File: config.mk
export PLATFORM = sky130hd
export DESIGN_NAME = block_delta_sparse_decoder_top
export DESIGN_NICKNAME = d
export VERILOG_FILES = /design/src/dbsd_pkg.sv /design/src/block_delta_sparse_decoder_top.sv /design/src/dbsd_front.sv /design/src/dbsd_queue.sv /design/src/dbsd_back.sv
export SDC_FILE = /design/constraint.sdc
export NUM_CORES = 1
export LEC_CHECK = 0
export BUFFER_PORTS_ARGS = -buffer_cell sky130_fd_sc_hd__buf_2
export CELL_PAD_IN_SITES_DETAIL_PLACEMENT = 1
export CELL_PAD_IN_SITES_GLOBAL_PLACEMENT = 2
export CORE_ASPECT_RATIO = 1.2
export CORE_UTILIZATION = 45
export CTS_CLUSTER_DIAMETER = 200
export DETAILED_ROUTE_END_ITERATION = 10
export PLACE_DENSITY = 0.83
export SLEW_MARGIN = 20
export SYNTH_ARGS = -nofsm -noshare
export SYNTH_HDL_FRONTEND = slang
export SYNTH_SLANG_ARGS = --single-unit
File: constraint.sdc
create_clock -name i_clk -period 11.9 [get_ports i_clk]
set_input_delay 1.19 -clock i_clk [delete_from_list [all_inputs] [get_ports i_clk]]
set_output_delay 1.19 -clock i_clk [all_outputs]
set_load 0.01 [all_outputs]
File: src/dbsd_pkg.sv
// Shared types and constants for the delta / bitmask sparse block decoder.
package dbsd_pkg;

    // Widths fixed by the token and result formats.
    localparam int TOKEN_W       = 32;
    localparam int POS_W         = 4;
    localparam int MASK_W        = 16;

    // Default configuration.
    localparam int BLOCK_LEN_DEF = 16;
    localparam int QUEUE_DEPTH   = 4;

    // Header token value that selects sparse mode.
    localparam logic signed [TOKEN_W-1:0] SPARSE_HEADER = 32'sd1;

    // Commands passed from the front end to the back end.
    typedef enum logic [2:0] {
        CMD_HEADER,
        CMD_BASE,
        CMD_MASK,
        CMD_SPARSE,
        CMD_DELTA
    } t_cmd_kind;

    typedef struct packed {
        t_cmd_kind                  kind;
        logic signed [TOKEN_W-1:0]  data;
    } t_cmd;

endpackage

File: src/block_delta_sparse_decoder_top.sv
// Top level of the delta / bitmask sparse block decoder.
// Tokens are taken one per cycle while the four-entry command queue has room. The back end takes
// a new command only when it is through with the last one: a header or base token only updates
// its state, a mask token that opens a run of cleared positions emits one base sample for each
// of them, and a value token is taken and then emits its sample, followed in sparse mode by the
// run of cleared positions that it leads. All samples leave through the single output register,
// and output stalls hold the back end. A sample passes the command queue, the back end's command
// registers and then the output register. In sparse mode the mask bits are read with the first
// sample in the most significant used bit, and when the block is longer than sixteen the
// positions past the mask each take a value token. Sums are saturated to the signed 32-bit
// range.
module block_delta_sparse_decoder_top #(
    parameter int BLOCK_LEN = dbsd_pkg::BLOCK_LEN_DEF
) (
    input  logic                                i_clk,
    input  logic                                i_rst_n,
    input  logic                                i_valid,
    output logic                                o_ready,
    input  logic signed [dbsd_pkg::TOKEN_W-1:0] i_token,
    output logic                                o_valid,
    input  logic                                i_ready,
    output logic signed [dbsd_pkg::TOKEN_W-1:0] o_sample,
    output logic [dbsd_pkg::POS_W-1:0]          o_position,
    output logic                                o_last_of_run,
    output logic                                o_end_of_block
);
    import dbsd_pkg::*;

    logic  queue_full;
    logic  push;
    t_cmd  front_cmd;
    logic  cmd_valid;
    t_cmd  head_cmd;
    logic  pop;

    // Token classification.
    dbsd_front #(
        .BLOCK_LEN (BLOCK_LEN)
    ) u_front (
        .i_clk        (i_clk),
        .i_rst_n      (i_rst_n),
        .i_valid      (i_valid),
        .o_ready      (o_ready),
        .i_token      (i_token),
        .i_queue_full (queue_full),
        .o_push       (push),
        .o_cmd        (front_cmd)
    );

    // Command queue between the two halves.
    dbsd_queue #(
        .DEPTH (QUEUE_DEPTH)
    ) u_queue (
        .i_clk   (i_clk),
        .i_rst_n (i_rst_n),
        .i_push  (push),
        .i_cmd   (front_cmd),
        .o_full  (queue_full),
        .o_valid (cmd_valid),
        .o_cmd   (head_cmd),
        .i_pop   (pop)
    );

    // Sample generation.
    dbsd_back #(
        .BLOCK_LEN (BLOCK_LEN)
    ) u_back (
        .i_clk          (i_clk),
        .i_rst_n        (i_rst_n),
        .i_cmd_valid    (cmd_valid),
        .i_cmd          (head_cmd),
        .o_pop          (pop),
        .o_valid        (o_valid),
        .i_ready        (i_ready),
        .o_sample       (o_sample),
        .o_position     (o_position),
        .o_last_of_run  (o_last_of_run),
        .o_end_of_block (o_end_of_block)
    );

endmodule

File: src/dbsd_front.sv
// Front end: accepts tokens, tracks the block phase and classifies each token as a command.
module dbsd_front #(
    parameter int BLOCK_LEN = dbsd_pkg::BLOCK_LEN_DEF
) (
    input  logic                               i_clk,
    input  logic                               i_rst_n,
    input  logic                               i_valid,
    output logic                               o_ready,
    input  logic signed [dbsd_pkg::TOKEN_W-1:0] i_token,
    input  logic                               i_queue_full,
    output logic                               o_push,
    output dbsd_pkg::t_cmd                     o_cmd
);
    import dbsd_pkg::*;

    localparam int EFF      = (BLOCK_LEN < MASK_W) ? BLOCK_LEN : MASK_W;
    localparam int EXTRA    = (BLOCK_LEN > MASK_W) ? BLOCK_LEN - MASK_W : 0;
    localparam int CW       = $clog2(BLOCK_LEN + 1);
    localparam logic [MASK_W-1:0] LOW_MASK = MASK_W'((17'(1) << EFF) - 17'(1));

    typedef enum logic [1:0] {
        PH_HEADER,
        PH_BASE,
        PH_MASK,
        PH_VALUES
    } t_phase;

    t_phase          r_phase;
    logic            r_sparse;
    logic [CW-1:0]   r_left;

    logic            accept;
    logic [MASK_W-1:0] mask_eff;
    logic [2:0]      nib_cnt [4];
    logic [4:0]      pop_cnt;
    logic [CW-1:0]   set_cnt;

    assign o_ready = !i_queue_full;
    assign accept  = i_valid && o_ready;
    assign o_push  = accept;

    // Number of value tokens a sparse block still needs once its mask is known.
    always_comb begin
        mask_eff = i_token[MASK_W-1:0] & LOW_MASK;
        for (int i = 0; i < 4; i++) begin
            nib_cnt[i] = 3'(mask_eff[4*i]) + 3'(mask_eff[4*i+1])
                       + 3'(mask_eff[4*i+2]) + 3'(mask_eff[4*i+3]);
        end
        pop_cnt = 5'(nib_cnt[0]) + 5'(nib_cnt[1]) + 5'(nib_cnt[2]) + 5'(nib_cnt[3]);
        set_cnt = CW'(pop_cnt) + CW'(EXTRA);
    end

    // Command classification follows the current phase.
    always_comb begin
        o_cmd.data = i_token;
        unique case (r_phase)
            PH_HEADER: o_cmd.kind = CMD_HEADER;
            PH_BASE:   o_cmd.kind = CMD_BASE;
            PH_MASK:   o_cmd.kind = CMD_MASK;
            PH_VALUES: o_cmd.kind = r_sparse ? CMD_SPARSE : CMD_DELTA;
            default:   o_cmd.kind = CMD_HEADER;
        endcase
    end

    // Phase sequencer.
    always_ff @(posedge i_clk) begin
        if (!i_rst_n) begin
            r_phase  <= PH_HEADER;
            r_sparse <= 1'b0;
            r_left   <= '0;
        end else if (accept) begin
            unique case (r_phase)
                PH_HEADER: begin
                    if (i_token == SPARSE_HEADER) begin
                        r_sparse <= 1'b1;
                        r_phase  <= PH_BASE;
                    end else begin
                        r_sparse <= 1'b0;
                        r_left   <= CW'(BLOCK_LEN);
                        r_phase  <= PH_VALUES;
                    end
                end
                PH_BASE: begin
                    r_phase <= PH_MASK;
                end
                PH_MASK: begin
                    r_left  <= set_cnt;
                    r_phase <= (set_cnt == '0) ? PH_HEADER : PH_VALUES;
                end
                PH_VALUES: begin
                    r_left <= r_left - CW'(1);
                    if (r_left == CW'(1)) begin
                        r_phase <= PH_HEADER;
                    end
                end
                default: r_phase <= PH_HEADER;
            endcase
        end
    end

endmodule

File: src/dbsd_queue.sv
// Short command queue that decouples the front end from the back end.
module dbsd_queue #(
    parameter int DEPTH = dbsd_pkg::QUEUE_DEPTH
) (
    input  logic           i_clk,
    input  logic           i_rst_n,
    input  logic           i_push,
    input  dbsd_pkg::t_cmd i_cmd,
    output logic           o_full,
    output logic           o_valid,
    output dbsd_pkg::t_cmd o_cmd,
    input  logic           i_pop
);
    import dbsd_pkg::*;

    localparam int AW = (DEPTH > 1) ? $clog2(DEPTH) : 1;
    localparam int NW = $clog2(DEPTH + 1);

    t_cmd            r_store [DEPTH];
    logic [AW-1:0]   r_wr_ptr;
    logic [AW-1:0]   r_rd_ptr;
    logic [NW-1:0]   r_count;

    logic            do_push;
    logic            do_pop;

    assign o_full  = (r_count == NW'(DEPTH));
    assign o_valid = (r_count != '0);
    assign o_cmd   = r_store[r_rd_ptr];
    assign do_push = i_push && !o_full;
    assign do_pop  = i_pop && o_valid;

    // Entry storage.
    always_ff @(posedge i_clk) begin
        if (do_push) begin
            r_store[r_wr_ptr] <= i_cmd;
        end
    end

    // Pointers and fill count.
    always_ff @(posedge i_clk) begin
        if (!i_rst_n) begin
            r_wr_ptr <= '0;
            r_rd_ptr <= '0;
            r_count  <= '0;
        end else begin
            if (do_push) begin
                r_wr_ptr <= (r_wr_ptr == AW'(DEPTH - 1)) ? '0 : r_wr_ptr + AW'(1);
            end
            if (do_pop) begin
                r_rd_ptr <= (r_rd_ptr == AW'(DEPTH - 1)) ? '0 : r_rd_ptr + AW'(1);
            end
            case ({do_push, do_pop})
                2'b10:   r_count <= r_count + NW'(1);
                2'b01:   r_count <= r_count - NW'(1);
                default: r_count <= r_count;
            endcase
        end
    end

endmodule

File: src/dbsd_back.sv
// Back end: carries out commands and emits samples through a registered output stage.
module dbsd_back #(
    parameter int BLOCK_LEN = dbsd_pkg::BLOCK_LEN_DEF
) (
    input  logic                                i_clk,
    input  logic                                i_rst_n,
    input  logic                                i_cmd_valid,
    input  dbsd_pkg::t_cmd                      i_cmd,
    output logic                                o_pop,
    output logic                                o_valid,
    input  logic                                i_ready,
    output logic signed [dbsd_pkg::TOKEN_W-1:0] o_sample,
    output logic [dbsd_pkg::POS_W-1:0]          o_position,
    output logic                                o_last_of_run,
    output logic                                o_end_of_block
);
    import dbsd_pkg::*;

    localparam int EFF = (BLOCK_LEN < MASK_W) ? BLOCK_LEN : MASK_W;
    localparam int PW  = $clog2(BLOCK_LEN + 1);

    typedef enum logic [1:0] {
        ST_IDLE,
        ST_VALUE,
        ST_CLEAR
    } t_state;

    t_state                     r_state;
    logic [PW-1:0]              r_pos;
    logic [MASK_W-1:0]          r_mask;
    logic signed [TOKEN_W-1:0]  r_base;
    logic signed [TOKEN_W-1:0]  r_sum;
    logic signed [TOKEN_W-1:0]  r_val;
    logic                       r_sparse;

    logic                       slot_free;
    logic                       sample_load;
    logic [PW-1:0]              pos_next;
    logic                       last_next;
    logic signed [TOKEN_W-1:0]  sum_sparse;
    logic signed [TOKEN_W-1:0]  sum_delta;

    // A position is set by its mask bit, counted from the top; positions past the mask are set.
    function automatic logic is_set(input logic [MASK_W-1:0] m, input logic [PW-1:0] p);
        logic [3:0] idx;
        idx = 4'(EFF - 1) - 4'(p);
        return (p >= PW'(EFF)) || m[idx];
    endfunction

    // Signed add clamped to the 32-bit range.
    function automatic logic signed [TOKEN_W-1:0] sat_add(
        input logic signed [TOKEN_W-1:0] a,
        input logic signed [TOKEN_W-1:0] b
    );
        logic signed [TOKEN_W:0] s;
        s = {a[TOKEN_W-1], a} + {b[TOKEN_W-1], b};
        if (s[TOKEN_W] != s[TOKEN_W-1]) begin
            return s[TOKEN_W] ? {1'b1, {(TOKEN_W-1){1'b0}}} : {1'b0, {(TOKEN_W-1){1'b1}}};
        end
        return s[TOKEN_W-1:0];
    endfunction

    assign slot_free   = !o_valid || i_ready;
    assign sample_load = (r_state != ST_IDLE) && slot_free;
    assign pos_next    = r_pos + PW'(1);
    assign last_next   = (pos_next >= PW'(BLOCK_LEN)) || is_set(r_mask, pos_next);
    assign sum_sparse  = sat_add(r_val, r_base);
    assign sum_delta   = sat_add(r_sum, r_val);
    assign o_pop       = (r_state == ST_IDLE) && i_cmd_valid;

    // Command sequencer and output register.
    always_ff @(posedge i_clk) begin
        if (!i_rst_n) begin
            r_state <= ST_IDLE;
            o_valid <= 1'b0;
            r_pos   <= '0;
            r_mask  <= '0;
            r_base  <= '0;
            r_sum   <= '0;
        end else begin
            if (sample_load) begin
                o_valid <= 1'b1;
            end else if (i_ready) begin
                o_valid <= 1'b0;
            end
            unique case (r_state)
                ST_IDLE: begin
                    if (i_cmd_valid) begin
                        unique case (i_cmd.kind)
                            CMD_HEADER: begin
                                r_pos <= '0;
                                r_sum <= '0;
                            end
                            CMD_BASE: begin
                                r_base <= i_cmd.data;
                            end
                            CMD_MASK: begin
                                r_mask <= i_cmd.data[MASK_W-1:0];
                                r_pos  <= '0;
                                if (!is_set(i_cmd.data[MASK_W-1:0], '0)) begin
                                    r_state <= ST_CLEAR;
                                end
                            end
                            CMD_SPARSE, CMD_DELTA: begin
                                r_val    <= i_cmd.data;
                                r_sparse <= (i_cmd.kind == CMD_SPARSE);
                                r_state  <= ST_VALUE;
                            end
                            default: r_state <= ST_IDLE;
                        endcase
                    end
                end
                ST_VALUE: begin
                    if (slot_free) begin
                        o_position     <= POS_W'(r_pos);
                        o_end_of_block <= (r_pos == PW'(BLOCK_LEN - 1));
                        r_pos          <= pos_next;
                        if (r_sparse) begin
                            o_sample      <= sum_sparse;
                            o_last_of_run <= last_next;
                            r_state       <= last_next ? ST_IDLE : ST_CLEAR;
                        end else begin
                            o_sample      <= sum_delta;
                            r_sum         <= sum_delta;
                            o_last_of_run <= 1'b1;
                            r_state       <= ST_IDLE;
                        end
                    end
                end
                ST_CLEAR: begin
                    if (slot_free) begin
                        o_sample       <= r_base;
                        o_position     <= POS_W'(r_pos);
                        o_end_of_block <= (r_pos == PW'(BLOCK_LEN - 1));
                        o_last_of_run  <= last_next;
                        r_pos          <= pos_next;
                        if (last_next) begin
                            r_state <= ST_IDLE;
                        end
                    end
                end
                default: r_state <= ST_IDLE;
            endcase
        end
    end

endmodule

# --- After elaboration in Yosys (flattened, before gate mapping) ---
# Memories as Yosys holds them, arrays and structs flattened. A register that Yosys moved wholly into a read port is not among the register bits.
# Cells that the tools add are included.
# W data, S select, Z words.
word_totals:
  ff_bits: 174
  mem_bits_rw: 140
  input_bits: 36
  out_inout_bits: 40
  n_memories: 1
op_classes:
  add_sub_neg: 24
  n_lt_le_gt_ge: 2
  eq_ne: 31
  mux: 54
  reduce_logical: 37
memory_table:
  columns: ["memory", "words", "word_bits", "read_ports", "rd_ports_with_merged_regs", "wr", "line", "source"]
  rows:
  - ["u_queue.r_store", 4, 35, 1, 1, 1, "dbsd_queue.sv:19", "t_cmd r_store [DEPTH];"]
ops:
  columns: ["op", "n"]
  rows:
  - ["$mux W32", 13]
  - ["$pmux W32 S2", 2]
  - ["$add A32 B32 Y33", 2]
  - ["$eq A32 B2 Y1 const B", 1]
  - ["$mux W2", 14]
  - ["$add A3 B1 Y3", 8]
  - ["$mux W5", 4]
  - ["$pmux W5 S3", 1]
  - ["$eq A2 B2 Y1 const B", 6]
  - ["$ne A2 B1 Y1 const B", 6]
  - ["$pmux W2 S3", 2]
  - ["$pmux W3 S4", 1]
  - ["$reduce_and A3 Y1", 4]
  - ["$reduce_and A4 Y1", 3]
  - ["$reduce_bool A2 Y1", 6]
  - ["$mux W1", 11]
  - ["$add A5 B3 Y5", 2]
  - ["$ne A2 B2 Y1 const B", 5]
  - ["$pmux W5 S2", 1]
  - ["$add A1 B1 Y2", 4]
  - ["$pmux W2 S4", 1]
  - ["$reduce_or A2 Y1", 4]
  - ["$eq A2 B1 Y1 const B", 3]
  - ["$eq A3 B2 Y1 const B", 2]
  - ["other kinds (29)", 42]

# --- Logic depth before layout (Yosys ltp) ---
# Gate-level depths: netlist (run 1).
depth:
  word_depth: 10
  mapped_depth: 17

# --- Cells and area by module ---
# A second synthesis (run 1) with hierarchy kept.
hier_totals:
  cells_unflattened: 1631
  area_unflattened_um2: 17546.8
modules_own_cells:
  columns: ["module", "n_inst", "cells_per_inst", "area_each_um2"]
  rows:
  - ["dbsd_back", 1, 1229, 10626.4]
  - ["dbsd_queue", 1, 239, 5597.9]
  - ["dbsd_front", 1, 163, 1322.5]

# --- Least setup slack after synthesis (run 1) ---
# Ideal clock, no wire load.
synth_path:
  kind: "input to register"
  start: "in i_token[4] (netlist bit)"
  end: "reg u_front.r_phase[0]"
  setup_ns: 0.119
  arrival_ns: 4.568
  t_required_ns: 11.781
  slack_ns: 7.214
  cell_stages: 17
  path_buffers: 0
  cell_sequence: "inv_1 > ha_1 > inv_1 > fa_1 > inv_1 > ha_1 > inv_1 > fa_1 > xor2_1 > fa_1 > inv_1 > ha_1 > a21o_1 > a211oi_1 > and3_1 > o21ai_0 > o221a_2"
synth_via:
  elab_chain_len: 9
synth_lines:
  columns: ["element", "line", "source"]
  rows:
  - ["start, declared", "block_delta_sparse_decoder_top.sv:19", "input logic signed [dbsd_pkg::TOKEN_W-1:0] i_token,"]
  - ["$add A1 B1 Y2", "dbsd_front.sv:46", "nib_cnt[i] = 3'(mask_eff[4*i]) + 3'(mask_eff[4*i+1])"]
  - ["$add A3 B1 Y3 (2 in series)", "dbsd_front.sv:47", "+ 3'(mask_eff[4*i+2]) + 3'(mask_eff[4*i+3]);"]
  - ["$add A3 B3 Y4", "dbsd_front.sv:49", "pop_cnt = 5'(nib_cnt[0]) + 5'(nib_cnt[1]) + 5'(nib_cnt[2]) + 5'(nib_cnt[3]);"]
  - ["$add A5 B3 Y5 (2 in series)", "dbsd_front.sv:49", null]
  - ["$logic_not A5 Y1", "dbsd_front.sv:88", "r_phase <= (set_cnt == '0) ? PH_HEADER : PH_VALUES;"]
  - ["$mux W2", "dbsd_front.sv:88", null]
  - ["$pmux W2 S4", "dbsd_front.sv:72", "unique case (r_phase)"]
  - ["end signal, assigned", "dbsd_front.sv:88", null]
  - ["end, declared", "dbsd_front.sv:28", "t_phase r_phase;"]
# Every way passes these cells.
# A chain may end at the register's enable or synchronous reset.

# --- Worst setup path after layout (run 1) ---
layout_path:
  start: "in i_token[4] (netlist bit)"
  end: "reg u_front.r_phase[1]"
layout_via:
  elab_chain_len: 9
  word_cells_on_any_way: 11
layout_lines:
  columns: ["element", "line"]
  rows:
  - ["$add A1 B1 Y2", "dbsd_front.sv:46"]
  - ["$add A3 B1 Y3 (2 in series)", "dbsd_front.sv:47"]
  - ["$add A3 B3 Y4", "dbsd_front.sv:49"]
  - ["$add A5 B3 Y5 (2 in series)", "dbsd_front.sv:49"]
  - ["$logic_not A5 Y1", "dbsd_front.sv:88"]
  - ["$mux W2", "dbsd_front.sv:88"]
  - ["$pmux W2 S4 *", "dbsd_front.sv:72"]
# Every way passes the cells marked *; elsewhere a longest branch is shown, timed or not.

==> flow_summary_export.csv, run 1 <==
group,metric,value,unit
status,status,"finished with violations",
status,violations,"DRC",
min_path,min_path_type,"register to register",
yosys,syn-instance-count,1554,
drt,routed-via-count,12600,
global_route,grt_pass1_vias,13300,
clocking,cts_inserted_buffers,35,
worst_setup_path,arrival,5.03,ns
floorplan,core.rowCount,77,
worst_setup_path,critPathMaxFanout,6,
layout,nFillCells,3963,
yosys,synthFlopType,"edfxtp_1",
global_route,antenna_found_initial,0,
yosys,netlist_top_cells_area,"edfxtp_1 (37%), dfxtp_1 (12%), ha_1 (7.0%)",
timing,setup_viol,0,
timing,finalSetupTns,0,ns
clocking,cts_resized,0,
global_route,grt_max_degree,78,
yosys,synth.distinct_cells,82,
layout,syn2layout_area_growth,11.7,%
layout,drive_above_1_share,13.3,%
yosys,synth_edf_count,211,
clocking,clock_path_buffers,3,
yosys,synthDominantCellAreaShare,37.2,%
global_route,grt_pass1_wl,77500,microns
clocking,cts.sinks,316,
place,hpwl,36200,microns
place,gp_congestion,0.902,
clocking,cts_tree,"yes",
place,io_buffers,75,
floorplan,io_pins,76,
yosys,avgSynthCellArea,11.0,sq um
global_route,track_usage,26.0,%
clocking,clkTransAtPathRegs,0.06,ns
clocking,root_buffer,"clkbuf_16",
drt,routed_wl,49700,microns
clocking,clk_latency,0.55,ns
floorplan,die_width,180,microns
floorplan,start_util,45.9,%
worst_setup_path,start_kind,"primary input",
timing,final-hold-violation-count,0,
worst_setup_path,cp.required,12.33,ns
drt,vias_per_cell,5.98,
timing,whs,0.453,ns
timing,rsz0062_at_grt,"no",
yosys,synth_fp_nets,1697,
timing,fin_crit_sh,38.7,%
drt,drtIter0Drc,676,
yosys,ys.warnings.count,0,
timing,max_freq,0.217,GHz
yosys,synth_area,17000,sq um
yosys,yosys.area.top_type,"edfxtp_1",
clocking,cts_setup_buffers,0,
floorplan,die-area,38600,sq um
layout,n_antenna_cell,0,
flow_run,drv_cap,0,
worst_setup_path,cp-end-kind,"register",
drt,wire_per_inst,23.6,microns
floorplan,die_h,215,microns
yosys,synth_seq_area_share,49.6,%
yosys,async_reset_ff_share,0,%
drt,first_pass_iters,10,
power_and_ir_drop,power.leakage,7.19,nW
clocking,cts-hold-fix-buffers,0,
drt,final_antenna_net_count,0,
clocking,htreeDepth,2,
timing,worstMarginPinSlew,1.05,ns
global_route,grt_overflow,0,
timing,slew_headroom,29.9,%
worst_setup_path,critPathKind,"primary input to register",
layout,fin_nets,1749,
layout,fin_util,51.3,%
power_and_ir_drop,power.density,201,nW/um^2
drt,drc_errors,2,
power_and_ir_drop,ir_drop,0.000137,V
yosys,synth_seq_cells,316,
timing,skew,0.0173,ns
floorplan,core_area,37100,sq um
timing,fin_crit,4.60,ns
timing,final_max_slew_viol_count,0,
[power breakdown]
part | internal, mW | total [mW] | switching [mW]
logic | 0.456 | 1.24 | 0.783
registers | 1.36 | 1.44 | 0.0808
clock network | 0.665 | 1.14 | 0.477
[layer usage]
layer  part of all wire, %  track usage, %  up-vias
met5                     0               0        -
met4                   2.7            7.82        0
met3                   3.3            2.88       70
met2                    50            46.4      247
met1                    44            33.2     6392
li1                      -               -     5894
[synthesized netlist by cell type, types with 4 or more instances]
library cell and count:
xor2_1 27, buf_1 5, a22o_1 6, buf_2 17
nand2b_1 13, o21a_1 12, a21o_1 26, edfxtp_1 211
a21boi_0 44, nor3b_1 4, dfxtp_1 105, nor2b_1 33
o221ai_1 4, clkbuf_1 47, nor3_1 32, and3_1 21
mux4_2 39, a21oi_1 88, o21ai_0 66, nand2_1 188
a211oi_1 17, inv_1 83, a31oi_1 18, o211ai_1 17
a211o_1 7, o21bai_1 7, fa_1 12, xnor2_1 28
o2111ai_1 7, nor2_1 65, nand4_1 10, o31ai_1 23
a311oi_1 4, o21ai_1 9, ha_1 95, nor4_1 12
nand3_1 31, or2_2 6, and2_1 14, mux2i_1 21
or3_1 10, o221a_2 6, o211a_1 4
[per-stage QoR]
| stage | power, mW | instances | cell area [sq um] | setup WS, ns |
|---|---|---|---|---|
| after floorplan | 2.29 | 1554 | 17000 | 7.21 |
| after global placement | 2.67 | 2043 | 17800 | 6.85 |
| after detailed placement | 2.70 | 2043 | 17800 | 6.71 |
| after CTS | 3.85 | 2107 | 19000 | 7.27 |
| after global routing | 4.01 | 2107 | 19000 | 6.90 |
| final | 3.82 | 2107 | 19000 | 7.30 |
[registers in the layout (all words and copies together) (netlist names), 3 cells and up, named ones only]
| name | cells |
|---|---|
| u_back.o_position | 4 |
| u_queue.r_count | 3 |
| u_back.o_sample | 32 |
| u_back.r_sum | 32 |
| u_queue.r_store | 140 |
| u_front.r_left | 5 |
| u_back.r_base | 32 |
| u_back.r_val | 32 |
| u_back.r_pos | 5 |
| u_back.r_mask | 16 |
[area by class of cell]
class / count / area [sq um] / share of cell area, %
clock buffers: 47 / 951 / 5.00
clock inverters: 17 / 270 / 1.42
inverters: 83 / 312 / 1.64
multi-input cells: 1082 / 7990 / 42.0
flip-flops and latches: 316 / 8440 / 44.4
well taps: 474 / 593 / 3.12
repair buffers: 88 / 473 / 2.49
[cells in the final DEF, fill, tap and decap left out, types with 28 or more instances in the layout]
master / instances
a21boi_0: 44
nand2_1: 188
ha_1: 94
dfxtp_1: 104
xnor2_1: 28
o21ai_0: 66
nor2b_1: 32
edfxtp_1: 211
nand3_1: 30
inv_1: 83
nor3_1: 32
buf_2: 75
clkbuf_16: 35
a21oi_1: 88
nor2_1: 64
mux4_2: 39
[worst max-delay path: stages]
cell	delay [ns]
buf_2	0.14
inv_1	0.05
ha_1	0.29
inv_1	0.07
fa_1	0.41
inv_1	0.07
ha_1	0.16
inv_1	0.05
fa_1	0.37
xor2_1	0.18
fa_1	0.61
inv_1	0.06
ha_1	0.29
a21o_1	0.18
a211oi_1	0.28
and3_1	0.22
o21ai_0	0.13
o221a_2	0.28
[path summary, 6_finish.rpt]
path | start | end | slack (ns) | cells past startpoint
setup / recovery | i_token[4] | u_front.r_phase[1] | 7.30 | 18
hold / removal | u_back.r_sum[30] | u_back.r_sum[30] | 0.45 | 2
setup reg to reg | u_back.r_val[0] | u_back.o_sample[20] | 7.32 | 12
hold reg to reg | u_back.r_sum[30] | u_back.r_sum[30] | 0.45 | 2
[cells by family (layout without fill, tap and decap cells)]
logic type	Yosys count	after routing	synth area share [%]
adders and majority gates	107	107	8.39
DFF	316	316	49.6
xor gates and xnor gates	55	55	2.83
buffers and inverters	156	235	3.72
muxes	62	62	6.52
AOI/OAI and AO/OA	405	405	16.3
and+or+nand+nor	453	453	12.7
Note: power is estimated with default switching activity, not from simulation.
==> run 2: changes to the inputs <==
--- a/config.mk
+++ b/config.mk
@@ -5,14 +5,15 @@
 export SDC_FILE = /design/constraint.sdc
 export NUM_CORES = 1
 export LEC_CHECK = 0
+export ABC_AREA = 1
 export BUFFER_PORTS_ARGS = -buffer_cell sky130_fd_sc_hd__buf_2
 export CELL_PAD_IN_SITES_DETAIL_PLACEMENT = 1
 export CELL_PAD_IN_SITES_GLOBAL_PLACEMENT = 2
 export CORE_ASPECT_RATIO = 1.2
-export CORE_UTILIZATION = 45
+export CORE_UTILIZATION = 34
 export CTS_CLUSTER_DIAMETER = 200
 export DETAILED_ROUTE_END_ITERATION = 10
-export PLACE_DENSITY = 0.83
+export PLACE_DENSITY = 0.74
 export SLEW_MARGIN = 20
 export SYNTH_ARGS = -nofsm -noshare
 export SYNTH_HDL_FRONTEND = slang
==> constraint.sdc (replaced) <==
create_clock -name i_clk -period 3.75 [get_ports i_clk]
set_input_delay 0.375 -clock i_clk [delete_from_list [all_inputs] [get_ports i_clk]]
set_output_delay 0.375 -clock i_clk [all_outputs]
set_load 0.01 [all_outputs]
==> flow_summary_export.csv, run 2 <==
group,metric,value,unit
clocking,root_buffer,"clkbuf_16",
layout,n_antenna_cell,0,
min_path,hold_end,"u_queue.r_store[1][22]",
clocking,cts_resized,0,
place,hpwl,45000,microns
clocking,cts_setup_buffers,0,
place,gp_congestion,0.933,
layout,syn2layout_area_growth,13.8,%
yosys,synthDominantCellAreaShare,35.1,%
global_route,grt_overflow,0,
yosys,synth_edf_count,211,
worst_setup_path,critPathMaxFanout,2,
global_route,grt_max_degree,49,
yosys,syn-instance-count,2220,
drt,first_pass_iters,5,
flow_run,drv_cap,0,
worst_setup_path,arrival,4.03,ns
clocking,clk_latency,0.56,ns
floorplan,start_util,34.4,%
layout,stdcell_area,20600,sq um
worst_setup_path,critPathKind,"primary input to register",
yosys,async_reset_ff_share,0,%
global_route,grt_pass1_vias,15900,
place,dp_slack,-0.480,ns
place,place_area,19300,sq um
yosys,synth_area,18100,sq um
worst_setup_path,cp-end-kind,"register",
yosys,synth_seq_cells,316,
drt,final_antenna_net_count,0,
global_route,track_usage,22.2,%
min_path,min_from,"i_token[22]",
layout,fin_util,39.2,%
timing,slew_headroom,47.1,%
global_route,antenna_found_initial,0,
layout,drive_above_1_share,10.8,%
worst_setup_path,start_kind,"primary input",
clocking,cts.sinks,316,
yosys,synthFlopType,"edfxtp_1",
timing,fin_crit_sh,96.2,%
global_route,grt_pass1_wl,90800,microns
drt,drc_errors,0,
layout,top_register,"u_queue.r_store",
yosys,synth.distinct_cells,50,
yosys,netlist_top_cells_area,"edfxtp_1 (35%), nand2_1 (13%), dfxtp_1 (12%)",
yosys,synth_fp_nets,2363,
worst_setup_path,cp.required,4.17,ns
clocking,clock_path_buffers,3,
yosys,synth.most_common_cell,"nand2_1",
floorplan,die_h,255,microns
clocking,cts-hold-fix-buffers,0,
place,io_buffers,75,
yosys,synth_common_cells,"nand2_1 (633), inv_1 (239), edfxtp_1 (211), nor2_1 (209), a21oi_1 (179)",
worst_setup_path,reg2reg_slack,0.54,ns
timing,final-hold-violation-count,0,
floorplan,core_area,52500,sq um
timing,worstMarginPinSlew,0.793,ns
timing,whs,0.0638,ns
clocking,cts_inserted_buffers,37,
yosys,synth_seq_area_share,46.7,%
status,status,"complete, no violations",
power_and_ir_drop,power.leakage,9.08,nW
layout,largest_register_ffs,140,
floorplan,die-area,54100,sq um
min_path,hold_path_depth,1,
floorplan,core.rowCount,92,
power_and_ir_drop,ir_drop,0.000386,V
power_and_ir_drop,total_power,14.6,mW
floorplan,die_width,212,microns
layout,fin_nets,2443,
timing,setup_ws,0.143,ns
timing,skew,0.0245,ns
worst_setup_path,worstReg2RegEnd,"u_back.o_sample[16]",
place,dp_cells,2966,
worst_setup_path,r2r_cells,20,
min_path,min_path_type,"primary input to register",
timing,final_max_slew_viol_count,0,
floorplan,io_pins,76,
drt,wire_per_inst,19.5,microns
yosys,yosys.area.top_type,"edfxtp_1",
drt,drtIter0Drc,649,
timing,fin_crit,3.61,ns
yosys,ys.warnings.count,0,
yosys,avgSynthCellArea,8.14,sq um
clocking,clkTransAtPathRegs,0.06,ns
worst_setup_path,reg2reg_from,"u_back.r_val[0]",
layout,final_cell_mix,"nand2_1 (633), inv_1 (239), edfxtp_1 (211), nor2_1 (204), a21oi_1 (179)",
clocking,cts_tree,"yes",
drt,routed-via-count,15000,
timing,setup_viol,0,
timing,finalSetupTns,0,ns
drt,vias_per_cell,4.94,
power_and_ir_drop,power.density,709,nW/um^2
layout,final_common_cell,"nand2_1",
timing,max_freq,0.277,GHz
drt,routed_wl,59000,microns
layout,stdcell_count,3033,
clocking,htreeDepth,2,
[run 2: area by class of cell]
type / count / area [sq um]
well taps: 705 / 882
multi-input cells: 1582 / 8380
flip-flops and latches: 316 / 8440
fillers: 6372 / 31900
inverters: 247 / 927
repair buffers: 116 / 721
clock inverters: 24 / 251
clock buffers: 43 / 958
[run 2: logic make-up after synthesis]
family	Yosys count	synth area share, %
AND/OR/NAND/NOR	1018	23.2
AO/OA/AOI/OAI	409	12.6
XOR/XNOR	48	2.33
adder cells (fa/ha/maj)	107	7.91
buffers and inverters	322	7.28
flip-flops	316	46.7
[run 2: report_power, final]
part | total, mW | switching, mW | internal, mW
Sequential | 4.92 | 0.405 | 4.52
Clock | 3.67 | 1.54 | 2.13
Combinational | 5.98 | 4.14 | 1.84
[run 2: critical path: stages]
cell	delay, ns
buf_2	0.10
inv_1	0.04
ha_1	0.28
inv_1	0.07
fa_1	0.41
inv_1	0.07
ha_1	0.17
inv_1	0.06
fa_1	0.48
inv_1	0.07
fa_1	0.58
ha_2	0.20
inv_1	0.06
fa_2	0.53
inv_1	0.05
nor2_1	0.12
a41oi_2	0.15
inv_1	0.11
a31oi_1	0.08
[run 2: worst max-delay path by stage]
| stage | start | endpoint | slack (ns) | depth (start not counted) |
|---|---|---|---|---|
| floorplan | i_token[4] | u_front.r_phase[1] | 0.10 | 18 |
| global placement | i_token[4] | u_front.r_phase[1] | -0.34 | 19 |
| detailed placement | i_token[4] | u_front.r_phase[1] | -0.48 | 19 |
| CTS | i_token[4] | u_front.r_phase[1] | 0.08 | 19 |
| global route | i_token[4] | u_front.r_phase[1] | -0.05 | 19 |
| finish | i_token[4] | u_front.r_phase[0] | 0.14 | 19 |
[run 2: metal layers]
| layer | global-route usage [%] | share of wire [%] | up-vias |
|---|---|---|---|
| li1 | - | - | 7502 |
| met1 | 27.6 | 45 | 7186 |
| met2 | 39.0 | 49 | 184 |
| met3 | 2.88 | 2.9 | 98 |
| met4 | 8.24 | 3.5 | 0 |
| met5 | 0 | 0 | - |
==> run 3: changes to the inputs <==
--- a/config.mk
+++ b/config.mk
@@ -13,7 +13,7 @@
 export CORE_UTILIZATION = 34
 export CTS_CLUSTER_DIAMETER = 200
 export DETAILED_ROUTE_END_ITERATION = 10
-export PLACE_DENSITY = 0.74
+export PLACE_DENSITY_LB_ADDON = 0.15
 export SLEW_MARGIN = 20
 export SYNTH_ARGS = -nofsm -noshare
 export SYNTH_HDL_FRONTEND = slang
==> flow_summary_export.csv, run 3 (same netlist as run 2, synthesis figures left out) <==
group,metric,value,unit
power_and_ir_drop,p_seq_share,33.7,%
status,status,"complete, no violations",
drt,vias_per_cell,4.97,
clocking,cts.sinks,316,
clocking,cts_setup_buffers,0,
clocking,cts-hold-fix-buffers,0,
clocking,clk_latency,0.58,ns
layout,final_common_cell,"nand2_1",
timing,finalSetupTns,0,ns
timing,max_freq,0.281,GHz
layout,final_cell_mix,"nand2_1 (633), inv_1 (239), edfxtp_1 (211), nor2_1 (204), a21oi_1 (179)",
layout,top_register,"u_queue.r_store",
worst_setup_path,critPathMaxFanout,2,
global_route,track_usage,22.4,%
timing,setup_viol,0,
worst_setup_path,cp.required,4.25,ns
timing,rsz0062_at_grt,"no",
clocking,cts_tree,"yes",
layout,multi_input_area,8360,sq um
drt,first_pass_iters,7,
worst_setup_path,arrival,4.06,ns
power_and_ir_drop,power.density,709,nW/um^2
power_and_ir_drop,power.leakage,9.11,nW
timing,fin_crit_sh,94.9,%
floorplan,die_h,255,microns
layout,seqCellArea,8440,sq um
floorplan,core_area,52500,sq um
power_and_ir_drop,total_power,14.6,mW
layout,syn2layout_area_growth,14.0,%
layout,drive_above_1_share,10.7,%
place,gp_congestion,0.904,
floorplan,start_util,34.4,%
drt,wire_per_inst,19.5,microns
clocking,root_buffer,"clkbuf_16",
floorplan,io_pins,76,
place,dp_cells,2967,
layout,nFillCells,6347,
worst_setup_path,start_kind,"primary input",
drt,routed-via-count,15100,
timing,final_max_slew_viol_count,0,
floorplan,core.rowCount,92,
drt,routed_wl,59300,microns
layout,n_antenna_cell,0,
global_route,grt_max_degree,49,
clocking,cts_inserted_buffers,37,
worst_setup_path,cp-end-kind,"register",
drt,drc_errors,0,
timing,slew_headroom,46.1,%
power_and_ir_drop,p_sw_share,41.8,%
drt,drtIter0Drc,713,
global_route,grt_overflow,0,
power_and_ir_drop,p_clk_share,25.5,%
power_and_ir_drop,ir_drop,0.000374,V
floorplan,die_width,212,microns
worst_setup_path,critPathKind,"primary input to register",
timing,final-hold-violation-count,0,
layout,fin_util,39.2,%
clocking,htreeDepth,2,
layout,largest_register_ffs,140,
drt,final_antenna_net_count,0,
power_and_ir_drop,p_int,8.50,mW
layout,stdcell_count,3035,
place,place_area,19300,sq um
place,io_buffers,75,
global_route,grt_pass1_vias,15900,
min_path,min_path_type,"primary input to register",
clocking,clock_path_buffers,3,
timing,skew,0.0356,ns
layout,stdcell_area,20600,sq um
clocking,cts_resized,0,
timing,worstMarginPinSlew,0.807,ns
global_route,grt_pass1_wl,91400,microns
place,hpwl,45600,microns
global_route,antenna_found_initial,1,
clocking,clkTransAtPathRegs,0.06,ns
power_and_ir_drop,p_sw,6.09,mW
power_and_ir_drop,power_frac_comb,40.9,%
flow_run,drv_cap,0,
timing,fin_crit,3.56,ns
floorplan,die-area,54100,sq um
layout,fin_nets,2444,
[run 3: routing by layer]
layer  global-route usage (%)  routed length, microns  vias to the layer above
met5                        0                      11                        -
met4                     7.58                    1830                        2
met3                     3.02                    1730                       91
met2                     40.3                   29900                      186
met1                     27.3                   25800                     7299
li1                         -                       -                     7497
[run 3: layout make-up]
| cell class | count | share of cell area (%) |
|---|---|---|
| Inverter | 247 | 4.50 |
| Clock inverter | 19 | 0.972 |
| Timing Repair Buffer | 117 | 3.48 |
| Tap cell | 705 | 4.28 |
| Sequential cell | 316 | 41.0 |
| Clock buffer | 49 | 5.17 |
| Multi-Input combinational cell | 1582 | 40.6 |
[run 3: power by group through the flow]
stage	logic (mW)	clock network, mW	registers (mW)
2_1_floorplan	4.06	0	4.84
3_3_place_gp	5.94	0	4.97
3_5_place_dp	6.04	0	4.98
4_1_cts	6.09	3.81	4.91
5_1_grt	6.74	3.93	4.97
6_report	5.97	3.72	4.91
[run 3: worst max-delay path, cell delays in order]
cell	delay (ns)
buf_2	0.09
inv_1	0.04
ha_1	0.28
inv_1	0.08
fa_1	0.43
inv_1	0.08
ha_1	0.18
inv_1	0.06
fa_1	0.48
inv_1	0.07
fa_1	0.53
ha_1	0.18
inv_1	0.06
fa_1	0.37
xnor2_1	0.21
nor2_1	0.06
a41oi_1	0.24
inv_1	0.09
a31oi_1	0.16
[run 3: stage by stage]
stage / setup WS, ns / hold slack (ns)
3_3_place_gp: -0.303 / 0.448
5_1_grt: 0.0240 / 0.0152
6_report: 0.190 / 0.0309
2_1_floorplan: 0.105 / 0.431
4_1_cts: 0.151 / 0.00389
3_5_place_dp: -0.449 / 0.458
[run 3: final timing paths]
path	startpoint	end	slack, ns	cells after the start
setup / recovery	i_token[4]	u_front.r_phase[1]	0.19	19
hold / removal	i_token[26]	u_queue.r_store[3][26]	0.03	1
hold reg to reg	u_back.r_pos[4]	u_back.r_pos[4]	0.46	2
setup reg to reg	u_back.r_val[1]	u_back.o_sample[16]	0.53	19
